`src/sv/block_peak_rms_meter_macros.svh`:
```
// assertion macros for the block peak and rms meter
`ifndef BLOCK_PEAK_RMS_METER_MACROS_SVH
`define BLOCK_PEAK_RMS_METER_MACROS_SVH

`ifndef SYNTHESIS

`define BPRM_ASSERT_SAME(label, ante, cons, msg) \
    label: assert property (@(posedge i_clk) disable iff (!i_rst_n) (ante) |-> (cons)) \
        else $error(msg);

`define BPRM_ASSERT_NEXT(label, ante, cons, msg) \
    label: assert property (@(posedge i_clk) disable iff (!i_rst_n) (ante) |=> (cons)) \
        else $error(msg);

`else

`define BPRM_ASSERT_SAME(label, ante, cons, msg)

`define BPRM_ASSERT_NEXT(label, ante, cons, msg)

`endif

`endif

```
`src/sv/bprm_pkg.sv`:
```
`default_nettype none

package bprm_pkg;

    localparam int unsigned SAMPLE_W   = 24;
    localparam int unsigned LEVEL_W    = 24;
    localparam int unsigned PROD_W     = 48;
    localparam int unsigned SUM_W      = 61;
    localparam int unsigned RAD_W      = 62;
    localparam int unsigned ROOT_W     = 31;
    localparam int unsigned RREM_W     = 33;
    localparam int unsigned DIV_STEPS  = 61;
    localparam int unsigned ROOT_STEPS = 31;
    localparam int unsigned STEP_W     = 6;

    typedef enum logic [2:0] {
        S_IDLE,
        S_SQUARE,
        S_ACCUM,
        S_PREP,
        S_DIV,
        S_ROOT_PREP,
        S_ROOT,
        S_LOAD
    } t_state;

    typedef struct packed {
        logic take;
        logic square;
        logic accum;
        logic div_start;
        logic div_step;
        logic root_start;
        logic root_step;
        logic out_load;
    } t_cmd;

endpackage

`default_nettype wire

```
`src/sv/bprm_ctrl.sv`:
```
`default_nettype none

`include "block_peak_rms_meter_macros.svh"

module bprm_ctrl
    import bprm_pkg::*;
(
    input  wire logic i_clk,
    input  wire logic i_rst_n,
    input  wire logic i_s_valid,
    input  wire logic i_s_last,
    output logic      o_s_ready,
    output logic      o_m_valid,
    input  wire logic i_m_ready,
    output t_cmd      o_cmd
);

    t_state              r_state, n_state;
    logic [STEP_W-1:0]   r_step, n_step;
    logic                r_last, n_last;
    logic                r_out_valid, n_out_valid;

    always_ff @(posedge i_clk) begin
        if (!i_rst_n) begin
            r_state     <= S_IDLE;
            r_step      <= '0;
            r_last      <= 1'b0;
            r_out_valid <= 1'b0;
        end else begin
            r_state     <= n_state;
            r_step      <= n_step;
            r_last      <= n_last;
            r_out_valid <= n_out_valid;
        end
    end

    always_comb begin
        n_state   = r_state;
        n_step    = r_step;
        n_last    = r_last;
        o_cmd     = '0;
        o_s_ready = 1'b0;
        unique case (r_state)
            S_IDLE: begin
                o_s_ready = 1'b1;
                if (i_s_valid) begin
                    o_cmd.take = 1'b1;
                    n_last     = i_s_last;
                    n_state    = S_SQUARE;
                end
            end
            S_SQUARE: begin
                o_cmd.square = 1'b1;
                n_state      = S_ACCUM;
            end
            S_ACCUM: begin
                o_cmd.accum = 1'b1;
                n_state     = r_last ? S_PREP : S_IDLE;
            end
            S_PREP: begin
                o_cmd.div_start = 1'b1;
                n_step          = '0;
                n_state         = S_DIV;
            end
            S_DIV: begin
                o_cmd.div_step = 1'b1;
                if (r_step == STEP_W'(DIV_STEPS - 1)) begin
                    n_step  = '0;
                    n_state = S_ROOT_PREP;
                end else begin
                    n_step = r_step + 1'b1;
                end
            end
            S_ROOT_PREP: begin
                o_cmd.root_start = 1'b1;
                n_step           = '0;
                n_state          = S_ROOT;
            end
            S_ROOT: begin
                o_cmd.root_step = 1'b1;
                if (r_step == STEP_W'(ROOT_STEPS - 1)) begin
                    n_step  = '0;
                    n_state = S_LOAD;
                end else begin
                    n_step = r_step + 1'b1;
                end
            end
            S_LOAD: begin
                if (!r_out_valid || i_m_ready) begin
                    o_cmd.out_load = 1'b1;
                    n_state        = S_IDLE;
                end
            end
            default: begin
                n_state = S_IDLE;
            end
        endcase

        if (o_cmd.out_load) begin
            n_out_valid = 1'b1;
        end else if (i_m_ready) begin
            n_out_valid = 1'b0;
        end else begin
            n_out_valid = r_out_valid;
        end
    end

    assign o_m_valid = r_out_valid;

    `BPRM_ASSERT_SAME(a_load_no_overwrite, o_cmd.out_load, !r_out_valid || i_m_ready, "result overwritten while pending")
    `BPRM_ASSERT_NEXT(a_div_to_root, (r_state == S_DIV) && (r_step == STEP_W'(DIV_STEPS - 1)), r_state == S_ROOT_PREP, "divider did not hand over to square root")
    `BPRM_ASSERT_SAME(a_prep_only_on_last, r_state == S_PREP, r_last, "block end without last item")

endmodule

`default_nettype wire

```
`src/sv/bprm_dp.sv`:
```
`default_nettype none

`include "block_peak_rms_meter_macros.svh"

module bprm_dp
    import bprm_pkg::*;
#(
    parameter int unsigned MAX_BLOCK_SAMPLES = 32768,
    parameter int unsigned SAMPLE_BITS       = 24
) (
    input  wire logic                  i_clk,
    input  wire logic                  i_rst_n,
    input  wire t_cmd                  i_cmd,
    input  wire logic [SAMPLE_W-1:0]   i_sample,
    output logic [2*LEVEL_W-1:0]       o_data,
    output logic                       o_overflow
);

    localparam int unsigned CNT_W = $clog2(MAX_BLOCK_SAMPLES + 1);
    localparam int unsigned PAD   = SAMPLE_W - SAMPLE_BITS;

    // accumulation
    logic [LEVEL_W-1:0]  r_mag;
    logic [PROD_W-1:0]   r_sq;
    logic [LEVEL_W-1:0]  r_peak;
    logic [SUM_W-1:0]    r_sum;
    logic [CNT_W-1:0]    r_count;
    logic                r_sat;

    // divider and square root
    logic [SUM_W-1:0]    r_quo;
    logic [CNT_W-1:0]    r_rem;
    logic [CNT_W-1:0]    r_den;
    logic                r_zero;
    logic [RAD_W-1:0]    r_rad;
    logic [ROOT_W-1:0]   r_root;
    logic [RREM_W-1:0]   r_rrem;
    logic [LEVEL_W-1:0]  r_res_peak;
    logic                r_res_sat;

    logic signed [SAMPLE_W-1:0] w_left;
    logic signed [SAMPLE_W-1:0] w_sext;
    logic [SAMPLE_W:0]          w_wide;
    logic [SAMPLE_W:0]          w_abs;
    logic [SUM_W:0]             w_sum_next;
    logic [CNT_W:0]             w_div_sh;
    logic [CNT_W:0]             w_div_diff;
    logic                       w_div_ge;
    logic [RREM_W+1:0]          w_rt_sh;
    logic [RREM_W+1:0]          w_rt_trial;
    logic [RREM_W+1:0]          w_rt_diff;
    logic                       w_rt_ge;

    // sign extend from the configured sample width, then take the magnitude
    assign w_left = signed'(i_sample << PAD);
    assign w_sext = w_left >>> PAD;
    assign w_wide = {w_sext[SAMPLE_W-1], w_sext};
    assign w_abs  = w_sext[SAMPLE_W-1] ? ((SAMPLE_W+1)'(0) - w_wide) : w_wide;

    assign w_sum_next = {1'b0, r_sum} + (SUM_W+1)'(r_sq);

    assign w_div_sh   = {r_rem, r_quo[SUM_W-1]};
    assign w_div_ge   = w_div_sh >= {1'b0, r_den};
    assign w_div_diff = w_div_sh - {1'b0, r_den};

    assign w_rt_sh    = {r_rrem, r_rad[RAD_W-1 -: 2]};
    assign w_rt_trial = (RREM_W+2)'({r_root, 2'b01});
    assign w_rt_ge    = w_rt_sh >= w_rt_trial;
    assign w_rt_diff  = w_rt_sh - w_rt_trial;

    always_ff @(posedge i_clk) begin
        if (!i_rst_n) begin
            r_peak  <= '0;
            r_sum   <= '0;
            r_count <= '0;
            r_sat   <= 1'b0;
        end else begin
            if (i_cmd.square) begin
                if (r_mag > r_peak) begin
                    r_peak <= r_mag;
                end
            end
            if (i_cmd.accum) begin
                if (r_count < CNT_W'(MAX_BLOCK_SAMPLES)) begin
                    if (w_sum_next[SUM_W]) begin
                        r_sum <= '1;
                        r_sat <= 1'b1;
                    end else begin
                        r_sum <= w_sum_next[SUM_W-1:0];
                    end
                    r_count <= r_count + 1'b1;
                end else begin
                    r_sat <= 1'b1;
                end
            end
            if (i_cmd.div_start) begin
                r_peak  <= '0;
                r_sum   <= '0;
                r_count <= '0;
                r_sat   <= 1'b0;
            end
        end
    end

    always_ff @(posedge i_clk) begin
        if (i_cmd.take) begin
            r_mag <= w_abs[LEVEL_W-1:0];
        end
        if (i_cmd.square) begin
            r_sq <= PROD_W'(r_mag) * PROD_W'(r_mag);
        end
        if (i_cmd.div_start) begin
            r_quo      <= r_sum;
            r_rem      <= '0;
            r_den      <= r_count;
            r_zero     <= (r_count == '0);
            r_res_peak <= r_peak;
            r_res_sat  <= r_sat;
        end
        if (i_cmd.div_step) begin
            r_quo <= {r_quo[SUM_W-2:0], w_div_ge};
            r_rem <= w_div_ge ? w_div_diff[CNT_W-1:0] : w_div_sh[CNT_W-1:0];
        end
        if (i_cmd.root_start) begin
            r_rad  <= r_zero ? '0 : RAD_W'(r_quo);
            r_root <= '0;
            r_rrem <= '0;
        end
        if (i_cmd.root_step) begin
            r_rad  <= {r_rad[RAD_W-3:0], 2'b00};
            r_root <= {r_root[ROOT_W-2:0], w_rt_ge};
            r_rrem <= w_rt_ge ? w_rt_diff[RREM_W-1:0] : w_rt_sh[RREM_W-1:0];
        end
        if (i_cmd.out_load) begin
            o_data     <= {r_root[LEVEL_W-1:0], r_res_peak};
            o_overflow <= r_res_sat;
        end
    end

    `BPRM_ASSERT_SAME(a_count_bound, 1'b1, r_count <= CNT_W'(MAX_BLOCK_SAMPLES), "sample count past bound")
    `BPRM_ASSERT_NEXT(a_sat_at_bound, i_cmd.accum && (r_count == CNT_W'(MAX_BLOCK_SAMPLES)), r_sat, "count at bound without overflow flag")

endmodule

`default_nettype wire

```
`src/sv/block_peak_rms_meter.sv`:
```
// Block peak and rms level meter. Signed samples of all channels of a block
// arrive pooled on the slave stream, tlast on the final sample of the block.
// For each block one result leaves on the master stream: tdata holds the peak
// absolute value (bits 23:0) and floor(sqrt(floor(sum of squares / count)))
// (bits 47:24), both unsigned Q1.23; tuser is set when the count bound or the
// 61-bit sum saturated. One item is processed at a time: an item without tlast
// is captured, squared on the multiplier and accumulated; an item with tlast
// also passes the bit-serial divider and the two-bits-per-cycle square root,
// and its result may wait for a still pending result in the output register.
`default_nettype none

module block_peak_rms_meter
    import bprm_pkg::*;
#(
    parameter int unsigned MAX_BLOCK_SAMPLES = 32768,
    parameter int unsigned SAMPLE_BITS       = 24
) (
    input  wire logic                 i_clk,
    input  wire logic                 i_rst_n,
    input  wire logic                 s_axis_tvalid,
    output logic                      s_axis_tready,
    input  wire logic [SAMPLE_W-1:0]  s_axis_tdata,   // sample
    input  wire logic                 s_axis_tlast,   // last_in_block
    output logic                      m_axis_tvalid,
    input  wire logic                 m_axis_tready,
    output logic [2*LEVEL_W-1:0]      m_axis_tdata,   // peak_level, rms_level
    output logic                      m_axis_tuser    // overflow
);

    t_cmd w_cmd;

    bprm_ctrl u_ctrl (
        .i_clk     (i_clk),
        .i_rst_n   (i_rst_n),
        .i_s_valid (s_axis_tvalid),
        .i_s_last  (s_axis_tlast),
        .o_s_ready (s_axis_tready),
        .o_m_valid (m_axis_tvalid),
        .i_m_ready (m_axis_tready),
        .o_cmd     (w_cmd)
    );

    bprm_dp #(
        .MAX_BLOCK_SAMPLES (MAX_BLOCK_SAMPLES),
        .SAMPLE_BITS       (SAMPLE_BITS)
    ) u_dp (
        .i_clk      (i_clk),
        .i_rst_n    (i_rst_n),
        .i_cmd      (w_cmd),
        .i_sample   (s_axis_tdata),
        .o_data     (m_axis_tdata),
        .o_overflow (m_axis_tuser)
    );

endmodule

`default_nettype wire

```
`config.mk`:
```
export PLATFORM = sky130hd
export DESIGN_NAME = block_peak_rms_meter
export DESIGN_NICKNAME = d
export VERILOG_FILES = /design/src/sv/bprm_pkg.sv /design/src/sv/bprm_ctrl.sv /design/src/sv/bprm_dp.sv /design/src/sv/block_peak_rms_meter.sv
export VERILOG_INCLUDE_DIRS = /design/src /design/src/sv
export SDC_FILE = /design/constraint.sdc
export NUM_CORES = 2
export LEC_CHECK = 0
export ABC_AREA = 1
export BUFFER_PORTS_ARGS = -buffer_cell sky130_fd_sc_hd__buf_2
export CORE_MARGIN = 4
export CORE_UTILIZATION = 65
export DETAILED_ROUTE_END_ITERATION = 12
export PLACE_DENSITY_LB_ADDON = 0.12
export SYNTH_ARGS = -nofsm -noshare
export SYNTH_HDL_FRONTEND = slang
export SYNTH_HIERARCHICAL = 1
export SYNTH_SLANG_ARGS = --single-unit
```
`constraint.sdc`:
```
create_clock -name i_clk -period 13.65 [get_ports i_clk]
set_input_delay 0.6825 -clock i_clk [delete_from_list [all_inputs] [get_ports i_clk]]
set_output_delay 0.6825 -clock i_clk [all_outputs]
set_load 0.02 [all_outputs]
```
# After elaboration in Yosys (flattened, before gate mapping)
# Index checks and enable logic that the tools add are counted.
op_classes:
  n_mul: 1
  addsub: 6
  reduce_logical: 15
  mux: 39
  n_lt_le_gt_ge: 4
  bitwise_logic: 1
  n_eq_ne: 14
op_table:
  columns: ["operator", "count"]
  rows:
  - ["$mux 61", 4]
  - ["$mux 62", 2]
  - ["$mux 33", 3]
  - ["$add 61x48->62", 1]
  - ["$mux 31", 2]
  - ["$mul 24x24->48", 1]
  - ["$mux 16", 3]
  - ["$ge 35x33->1", 1]
  - ["$sub 33x33->33", 1]
  - ["$gt 24x24->1", 1]
  - ["$pmux 3 s8", 1]
  - ["$sub 1x24->24 const A", 1]
  - ["$mux 23", 1]
  - ["$pmux 6 s3", 1]
  - ["$ge 17x16->1", 1]
  - ["$add 16x1->16 const B", 1]
  - ["$logic_not 16->1", 1]
  - ["$lt 16x16->1 const B", 1]
  - ["$sub 16x16->16", 1]
  - ["$mux 1", 15]
  - ["$eq 3x3->1 const B", 4]
  - ["$mux 3", 4]
  - ["$mux 6", 2]
  - ["$ne 2x1->1 const B", 4]
  - ["other kinds (16)", 23]
totals:
  inputBits: 29
  wordCells: 103
  ff_bits: 479
  out_inout_bits: 51

# Logic depth before layout (Yosys ltp)
depth:
  depth_word: 5
  mapped_depth: 29
  mapped_depth_nobuf: 27

# Cells and area by module
# The synthesis kept the hierarchy.
by_module_without_submodules:
  columns: ["module", "seq_area_each_um2", "n_inst", "area_per_inst_um2", "cells_per_inst"]
  rows:
  - ["bprm_dp", 12982.5, 1, 43247.7, 5299]
  - ["bprm_ctrl", 220.2, 1, 805.8, 123]

# Worst setup path before layout
# Ideal clock, no wire load.
synth_path:
  path_type: "reg2reg"
  from: "register u_dp.r_mag[3]"
  to: "register u_dp.r_sq[33], data pin"
  synth_period_minus_slack_ps: 6351
  path_buffers: 2
  setup_slack_ps: 7299
  required_ps: 13388
  stages_incl_launch_ff: 27
  setup_ps: 262
  arrival_ps: 6089
  path_cell_list: "edfxtp_1 clkbuf_1 clkbuf_1 nand2_1 inv_1 fa_1 fa_1 inv_1 fa_1 inv_1 fa_1 inv_1 fa_1 inv_1 fa_1 inv_1 fa_1 inv_1 ha_1 a21oi_1 a21boi_0 o21ai_0 nand2_1 nand2_1 a21oi_1 o21bai_1 xor2_1"
synth_via:
  elab_chain_cells: 1
synth_rtl:
  columns: ["item", "line_no", "source"]
  rows:
  - ["start: declaration", "bprm_dp.sv:23", "logic [LEVEL_W-1:0] r_mag;"]
  - ["start signal: assignment", "bprm_dp.sv:107", "r_mag <= w_abs[LEVEL_W-1:0];"]
  - ["$mul 24x24->48", "bprm_dp.sv:110", "r_sq <= PROD_W'(r_mag) * PROD_W'(r_mag);"]
  - ["end signal: assignment", "bprm_dp.sv:110", null]
  - ["end: declaration", "bprm_dp.sv:24", "logic [PROD_W-1:0] r_sq;"]
# No other way between the ends.
# A chain may end at the register's enable or synchronous reset.

# Final worst setup path
layout_path:
  from: "register u_dp.r_mag[1]"
  to: "register u_dp.r_sq[33], data pin"
# The elaborated chain is that of the path after synthesis.

==> results.cfg <==
[outcome]
outcome = complete, no violations

[logic_synthesis]
synth_cells = 5422
ys_ff_latch = 478
avgSynthCellArea_um2 = 8.12
yosysWarnings = 6
async_reset_ff_share_pct = 0
synth_cell_types = 54
syn_area_mm2 = 0.0441
synth_nets = 6189
yosysSeqAreaShare_pct = 30.0
synth-edff-count = 363
synth-main-ff-cell = edfxtp_1

[timing]
tns_ns = 0
clock_skew_ns = 0.0245
period_share_pct = 54.3
rsz0062_at_grt = false
slew_headroom_pct = 21.9
maxSlewViolCount = 0
finalSetupViolCount = 0
worstMarginPinSlew_ns = 1.17
fmax_ghz = 0.135
hold_viol_final = 0
period_needed_ns = 7.42

[die]
die_area_mm2 = 0.0720
start_util_pct = 65.6
row_count = 95
die_h_um = 268
coreArea_mm2 = 0.0672
io_pins = 80
fp.dieW_um = 268

[clock_network]
clk-insertion-delay-late_ns = 0.61
root_buffer = clkbuf_16
cts_setup_buffers = 0
cts_buffers = 53
cts_hold_buf = 0
htree_levels = 2
cts_resized = 0
cts_tree = built
cts_max_path_buffers = 3
path_clk_slew_ns = 0.06
cts_sinks = 478

[grt]
grt_max_degree = 88
grt-busiest-layer = met2
grt_overflow_total = 0
grt_pass1_vias = 35041
antenna_found_initial = 0
grt_pass1_wl_mm = 182
grt_use_met3_pct = 3.62
grt_util_all_layers_pct = 32.1
gr-usage-met2_pct = 54.4
grtUsageMet1_pct = 42.5

[detailed_routing]
firstDrtPassIters = 7
ant_nets = 0
wl_mm = 112
drc = 0
wl_per_cell_um = 17.6
drt-initial-drc-count = 2830
num_vias = 34692
routed_via_density = 5.45

[setup_path]
reg2reg_from = u_dp/r_mag[1]
worst-r2r-cell-count = 24
crit_required_ns = 14.01
critical_path_arrival_ns = 7.77
crit_path_end_kind = flop
timing.rr.end = u_dp/r_sq[33]
critPathKind = reg2reg
reg2reg_setup_slack_ns = 6.23
worstSetupStartpointType = flop
worstPathMaxFanout = 25

[cells_and_area]
n_fill_cell = 5434
drive_above_1_share_pct = 5.26
regArea_mm2 = 0.0132
nets = 6220
area_growth_pct = 6.87
n_antenna_cell = 0
multi_input_area_mm2 = 0.0255

[place]
gp_congestion = 0.982
dp_hpwl_mm = 87.6
io_buffers = 79

[min_path]
min_to = u_dp/r_mag[0]
hold_start = s_axis_tdata[0]
hold_depth = 1
worstHoldPathType = in2reg

[job]
cap_violations = 0
-- metal layers --
metal  vias to the layer above  wire (µm)
li1                      16747          -
met1                     16573      46500
met2                      1112      53500
met3                       260       6930
met4                         0       5520
met5                         -          0
-- synthesized netlist by cell type, types with 29 or more instances --
cell      count  area share (%)
o21ai_0     218             2.5
nand2_1    1303              11
a21oi_1     226             2.6
nand3_1     209             2.4
nand4_1      32            0.45
dfxtp_1     115             5.2
ha_1        305             8.7
inv_1      1248              11
nor2_1      412             3.5
nor3_1       44            0.50
fa_1        433              20
a31oi_1      29            0.41
o21bai_1     29            0.49
edfxtp_1    363              25
xnor2_1      43            0.85
clkbuf_1    109            0.93
xor2_1      103             2.0
-- stage by stage --
step	std cells	setup WS [ns]	util (%)	hold WS (ns)	instance area, µm²
global route	6370	5.83	70.1	0.301	47100
detailed placement	6271	6.28	67.4	0.406	45200
finish	6370	6.23	70.1	0.332	47100
CTS	6370	6.26	70.1	0.308	47100
floorplan	5422	7.30	-	0.400	44100
global placement	6271	6.39	67.4	0.403	45200
-- worst max-delay path, cell delays in order (launching register included) --
cell,delay (ns)
edfxtp_1,1.13
nand2_1,0.24
fa_1,0.60
inv_1,0.05
fa_1,0.49
inv_1,0.06
fa_1,0.47
inv_1,0.05
fa_1,0.50
inv_1,0.05
fa_1,0.48
inv_1,0.06
fa_1,0.59
inv_1,0.08
fa_1,0.53
inv_1,0.04
ha_1,0.35
a21oi_1,0.19
a21boi_0,0.34
o21ai_0,0.19
nand2_1,0.11
nand2_1,0.10
a21oi_1,0.22
o21bai_1,0.11
xor2_1,0.14
-- how the worst max path moves through the flow --
| stage | from | endpoint | slack [ns] | cells after the start |
|---|---|---|---|---|
| floorplan | u_dp/r_mag[3] | u_dp/r_sq[33] | 7.30 | 26 |
| global placement | u_dp/r_mag[1] | u_dp/r_sq[33] | 6.39 | 24 |
| detailed placement | u_dp/r_mag[1] | u_dp/r_sq[33] | 6.28 | 24 |
| CTS | u_dp/r_mag[1] | u_dp/r_sq[33] | 6.26 | 24 |
| global route | u_dp/r_mag[1] | u_dp/r_sq[33] | 5.83 | 24 |
| finish | u_dp/r_mag[1] | u_dp/r_sq[33] | 6.23 | 24 |
-- sequential cells by signal (all words and copies together) (netlist names) --
| signal | cells |
|---|---|
| u_dp/r_count | 16 |
| u_dp/r_rad | 62 |
| u_dp/o_overflow | 1 |
| u_dp/r_res_sat | 1 |
| u_dp/r_rem | 16 |
| u_dp/r_rrem | 33 |
| u_dp/r_quo | 61 |
| u_dp/r_mag | 24 |
| u_dp/r_zero | 1 |
| u_ctrl/r_step | 6 |
| u_ctrl/r_state | 3 |
| u_ctrl/o_m_valid | 1 |
| u_dp/r_sq | 47 |
| u_dp/r_den | 16 |
| u_dp/r_sum | 61 |
| u_dp/r_root | 31 |
| u_dp/r_res_peak | 24 |
| u_ctrl/r_last | 1 |
| u_dp/o_data | 48 |
| u_dp/r_peak | 24 |
| u_dp/r_sat | 1 |
-- logic make-up after synthesis --
kind of cell	after synthesis	synth area share (%)
compound gates	561	6.99
xor+xnor	146	2.90
fa+ha+maj	738	28.3
buf+inv	1408	12.3
flops	478	30.0
simple gates	2091	19.5
-- placed cells by master, fill, tap and decap left out, types with 39 or more instances in the layout --
cell       synthesis  layout
ha_1             305     305
a21oi_1          226     226
o21ai_0          218     218
nand3_1          209     208
nand2_1         1303    1301
nor3_1            44      43
clkbuf_16          0      56
edfxtp_1         363     363
dfxtp_1          115     115
buf_2              8      79
xor2_1           103     103
xnor2_1           43      43
fa_1             433     433
nor2_1           412     409
buf_4              2      39
inv_1           1248    1247
-- final cells by class --
class	instances	area share, %
multi-input combinational	3536	54.1
clock inverter	31	0.741
inverter	1266	10.1
clock buffer	68	3.18
timing repair buffer	118	1.46
sequential	478	28.0
tap	873	2.32
Power is left out: the tool's default activity adds up to more than one toggle a clock period on the data nets, which glitch-free logic cannot reach.
